File: src/sv/mrc_pkg.sv
// ----------------------------------------------------------------------------
// mrc_pkg
// Shared types and constants of the read holding registers response checker.
// ----------------------------------------------------------------------------
`default_nettype none

package mrc_pkg;

    localparam int DEF_MAX_FRAME_LEN = 256;

    localparam int BYTE_W     = 8;
    localparam int CNT_REG_W  = 7;
    localparam int STATUS_W   = 3;
    localparam int LEN_W      = 9;
    localparam int CFG_IDX_W  = 1;
    localparam int CRC_W      = 16;
    localparam int HDR_LEN    = 3;

    localparam logic [CRC_W-1:0]     CRC_INIT       = 16'hFFFF;
    localparam logic [CRC_W-1:0]     CRC_POLY       = 16'hA001;
    localparam logic [BYTE_W-1:0]    FUNC_READ_HOLD = 8'h03;
    localparam int                   FUNC_EXC_BIT   = 7;
    localparam logic [LEN_W-1:0]     EXC_FRAME_LEN  = 9'd5;
    localparam logic [BYTE_W-1:0]    DEF_SLAVE      = 8'd1;
    localparam logic [CNT_REG_W-1:0] DEF_COUNT      = 7'd1;

    typedef enum logic [STATUS_W-1:0] {
        ST_OK        = 3'd0,
        ST_LENGTH    = 3'd1,
        ST_SLAVE     = 3'd2,
        ST_FUNCTION  = 3'd3,
        ST_BYTECOUNT = 3'd4,
        ST_CRC       = 3'd5,
        ST_EXCEPTION = 3'd6
    } t_status;

    typedef enum logic [CFG_IDX_W-1:0] {
        CFG_SLAVE = 1'b0,
        CFG_COUNT = 1'b1
    } t_cfg_reg;

    typedef struct packed {
        logic [BYTE_W-1:0] data;
        logic              eof;
    } t_in_item;

endpackage

`default_nettype wire

File: src/sv/mrc_in_stage.sv
// ----------------------------------------------------------------------------
// mrc_in_stage
// Input register: holds one received byte until the frame checker takes it.
// ----------------------------------------------------------------------------
`default_nettype none

module mrc_in_stage (
    input  wire logic                       i_clk,
    input  wire logic                       i_rst_n,
    input  wire logic                       i_in_valid,
    output logic                            o_in_stall,
    input  wire logic [mrc_pkg::BYTE_W-1:0] i_frame_byte,
    input  wire logic                       i_end_of_frame,
    input  wire logic                       i_take,
    output logic                            o_valid,
    output mrc_pkg::t_in_item               o_item
);
    import mrc_pkg::*;

    logic     r_valid;
    t_in_item r_item;

    // held item waits while the checker cannot take it
    assign o_in_stall = r_valid && !i_take;

    always_ff @(posedge i_clk) begin
        if (!i_rst_n) begin
            r_valid <= 1'b0;
        end else if (!o_in_stall) begin
            r_valid <= i_in_valid;
        end
    end

    always_ff @(posedge i_clk) begin
        if (i_in_valid && !o_in_stall) begin
            r_item.data <= i_frame_byte;
            r_item.eof  <= i_end_of_frame;
        end
    end

    assign o_valid = r_valid;
    assign o_item  = r_item;

endmodule

`default_nettype wire

File: config.mk
export PLATFORM = sky130hd
export DESIGN_NAME = mrc_in_stage
export DESIGN_NICKNAME = d
export VERILOG_FILES = /design/src/sv/mrc_pkg.sv /design/src/sv/mrc_in_stage.sv
export SDC_FILE = /design/constraint.sdc
export NUM_CORES = 1
export LEC_CHECK = 0
export BUFFER_PORTS_ARGS = -buffer_cell sky130_fd_sc_hd__buf_2
export CORE_AREA = 2 2 39 41
export DETAILED_ROUTE_END_ITERATION = 7
export DIE_AREA = 0 0 41 43
export SYNTH_ARGS = -nofsm -noshare
export SYNTH_HDL_FRONTEND = slang
export SYNTH_SLANG_ARGS = --single-unit
File: constraint.sdc
create_clock -name i_clk -period 1.6 [get_ports i_clk]
set_input_delay 0.16 -clock i_clk [delete_from_list [all_inputs] [get_ports i_clk]]
set_output_delay 0.16 -clock i_clk [all_outputs]
set_load 0.02 [all_outputs]
After elaboration in Yosys (flattened, before gate mapping)
Cells that the tools add are included.
{"block": "totals", "register_bits": 10, "latch_bits": 0, "ramBits": 0, "mem_bits_ro": 0, "inputBits": 13, "output_inout_bits": 11, "word_cells": 7, "mem_count": 0}
{"block": "classes", "add_sub_neg": 0, "n_mul": 0, "div": 0, "magnitude_cmp": 0, "eq_ne": 0, "shifts": 0, "mux": 0, "n_bitwise": 0, "reduce_logical": 4}
{"cell": "1-bit logical AND", "n": 2}
{"cell": "1-bit zero test", "n": 2}

Depth between registers and ports, before layout
{"block": "depth", "word_depth": 4, "ltp_mapped": 2, "mapped_depth_nobuf": 2}

Least setup slack after synthesis
No wires, ideal clock.
{"block": "synth_timing", "kind": "flip-flop to flip-flop", "from": "register r_valid (netlist: o_valid)", "to": "register r_item, in the netlist o_item[0], enable pin", "setup_ns": 0.375, "t_arrival_ns": 0.986, "required_time_ns": 1.225, "path_slack_ns": 0.239, "stages_incl_launch_ff": 3, "n_path_buf": 0, "period_less_slack_ns": 1.361, "cell_sequence": "dfxtp_1 > nor2b_4 > nor2b_1"}
{"block": "synth_between", "elab_chain_len": 3}
{"item": "start, declared", "line": "mrc_in_stage.sv:20", "source": "logic r_valid;"}
{"item": "start signal, assigned", "line": "mrc_in_stage.sv:30", "source": "r_valid <= i_in_valid;"}
{"item": "1-bit logical AND", "line": "mrc_in_stage.sv:24", "source": "assign o_in_stall = r_valid && !i_take;"}
{"item": "via o_in_stall", "line": "mrc_in_stage.sv:11", "source": "output logic o_in_stall,"}
{"item": "1-bit zero test", "line": "mrc_in_stage.sv:35", "source": "if (i_in_valid && !o_in_stall) begin"}
{"item": "1-bit logical AND", "line": "mrc_in_stage.sv:35"}
{"item": "end, declared", "line": "mrc_in_stage.sv:21", "source": "t_in_item r_item;"}
The timed path passes the listed nets, and every way through them passes these cells.
A chain may end at the register's enable or synchronous reset.

Worst setup path after layout
{"block": "layout_timing", "from": "register r_valid (netlist: o_valid)", "to": "output o_in_stall"}
{"block": "layout_between", "elab_chain_len": 1}
{"item": "1-bit logical AND", "line": "mrc_in_stage.sv:24"}
{"item": "end, declared", "line": "mrc_in_stage.sv:11"}
No other way between the ends.

==> results.yml <==
setup_path:
  cp_top_family: "flip-flops"
  worstSetupStartpoint: "o_valid"
  crit_path_top_delay_cell: "dfxtp_1"
  cp.required_ns: 1.44
  reg2reg_slack_ns: 0.61
  cp-endpoint: "o_in_stall"
  worst-r2r-cell-count: 3
  r2r_end: "o_item[6]"
  crit_type: "flop to primary output"
  crit_path_start_kind: "flop"
  cp_slowest_stage_delay_ns: 0.32
  path_buf_inv: 1
  path_depth: 2
  worstPathMaxFanout: 3
  worstPathCellList: "nor2b_4 -> buf_2"
  regToRegStartpoint: "o_valid"
  cp-end-kind: "primary output"
  cp.arrival_ns: 0.89
timing:
  slew-limit-headroom: 0.923
  post-route-period-util: 0.659
  worstMarginPinSlew_ns: 0.116
  slew_violations: 0
  setup_viol: 0
  setup_tns_ns: 0
  fin_worst_skew_ns: 0.00178
  fin_crit_ns: 1.05
  hold_violations: 0
  rsz0062_at_grt: "no"
  fmax_mhz: 948
  hold_ws_ns: 0.0764
power_and_ir_drop:
  ir_worst_vdd_mv: 0.399
  power_density_nw_per_um2: 1110
  p_total_mw: 0.542
  power.leakage_nw: 0.218
synthesis:
  ys_types: 5
  synth_nets: 26
  synth-seq-area-share: 0.913
  ys_seq_elements: 10
  yosys-mux-area-fraction: 0
  syn_area_sq_um: 318
  synth_adder_area_share: 0
  synth_xor_area_frac: 0
  synth_top_family_by_area: "simple AND/OR/NAND/NOR gates"
  avgSynthCellArea_sq_um: 24.4
  yosys.area_share.simple: 0.0630
  synth-warning-count: 0
  synth-compound-area-share: 0.0236
  synth_cells: 13
die:
  dieArea_sq_um: 1760
  die_w_um: 41
  ios: 24
  fp.dieH_um: 43
  design.core.area_sq_um: 1380
  rows: 14
  initial_core_util: 0.230
cts:
  post-cts-setup-buffers: 0
  cts-root-buf: "clkbuf_4"
  cts_buffer_depth: 2
  numCtsBuffers: 3
  htreeDepth: 1
  tritoncts: "built"
  path_clk_slew_ns: 0.06
  clk_latency_ns: 0.25
  post_cts_resized: 0
  cts.sinks: 10
  holdBufCountCts: 0
global_routing:
  overflow: 0
  first_global_vias: 219
  grt_usage: 0.0768
  grt_start_max_net_pins: 10
  grt_pass1_wl_um: 841
  antenna_found_initial: 0
final_layout:
  area_growth_pct: 53.1
  drive_gt1_frac: 0.683
  fin_nets: 55
  n_antenna_cell: 0
run:
  maxCapViolCount: 0
min_path:
  worstHoldPathCells: 1
  hold_class: "primary input to flop"
drt:
  dr.pass1.iters: 1
  viasPerCell: 3.74
  wl_per_cell_um: 10.5
  antenna_left: 0
  drtIter0Drc: 0
  drc: 0
  wl_um: 601
  vias: 213
status:
  status: "complete, no violations"
place:
  portBuffers: 23
  gp_congestion: 0.539
## routing by layer
layer	wire (um)	share of wire	track usage	vias up
li1	-	-	-	104
met1	257	0.43	0.0822	87
met2	236	0.39	0.106	22
met3	107	0.18	0.0262	0
met4	0	0	0.0800	0
met5	0	0	0	-
## layout make-up
class,instances,area [sq um]
tap,16,20.0
timing repair buffer,24,123
sequential,10,290
multi-input combinational,3,27.5
fill,147,897
clock buffer,4,26.3
## worst reg2reg max path, delay by kind of cell, from the launching register on
kind                   cells  cell delay (ns)
and+or+nand+nor            2             0.22
DFF                        1             0.31
buffers and inverters      1             0.18
## cells in the final DEF, fill, tap and decap left out
| master | n |
|---|---|
| nor2b_1 | 1 |
| dfxtp_1 | 1 |
| nor2b_4 | 1 |
| clkbuf_1 | 1 |
| o21a_1 | 1 |
| buf_4 | 1 |
| buf_2 | 23 |
| clkbuf_4 | 3 |
| edfxtp_1 | 9 |
## synthesized netlist by cell type
master / n / share of area
o21a_1: 1 / 0.024
edfxtp_1: 9 / 0.85
nor2b_4: 1 / 0.043
dfxtp_1: 1 / 0.063
nor2b_1: 1 / 0.020
## how the worst min path moves through the flow
stage	start	end	slack (ns)
final	i_frame_byte[6]	o_item[7]	0.08
after global routing	i_frame_byte[6]	o_item[7]	0.07
after CTS	i_frame_byte[6]	o_item[7]	0.07
after detailed placement	i_frame_byte[6]	o_item[7]	0.34
after global placement	i_frame_byte[6]	o_item[7]	0.34
after floorplan	i_end_of_frame	o_item[0]	0.26
## logic make-up (layout without fill, tap and decap cells)
kind of cell,after synthesis,in the layout
flip-flops,10,10
AND/OR/NAND/NOR,2,2
buffers and inverters,0,28
AO/OA/AOI/OAI,1,1
## where the power goes
part / switching [mW] / internal (mW)
Sequential: 0.00360 / 0.302
Combinational: 0.0366 / 0.0263
Clock: 0.0770 / 0.0960
## through the flow
stage,instances,utilization,worst slack [ns],cell area [sq um]
after floorplan,13,-,0.239,318
after global placement,53,0.333,0.618,460
after detailed placement,53,0.333,0.603,460
after CTS,57,0.352,0.531,487
after global routing,57,0.352,0.487,487
final,57,0.352,0.545,487
## state kept, by name (all words and copies together), names as in the netlist
name	flops
o_item	9
o_valid	1
Note: power is estimated with default switching activity, not from simulation.
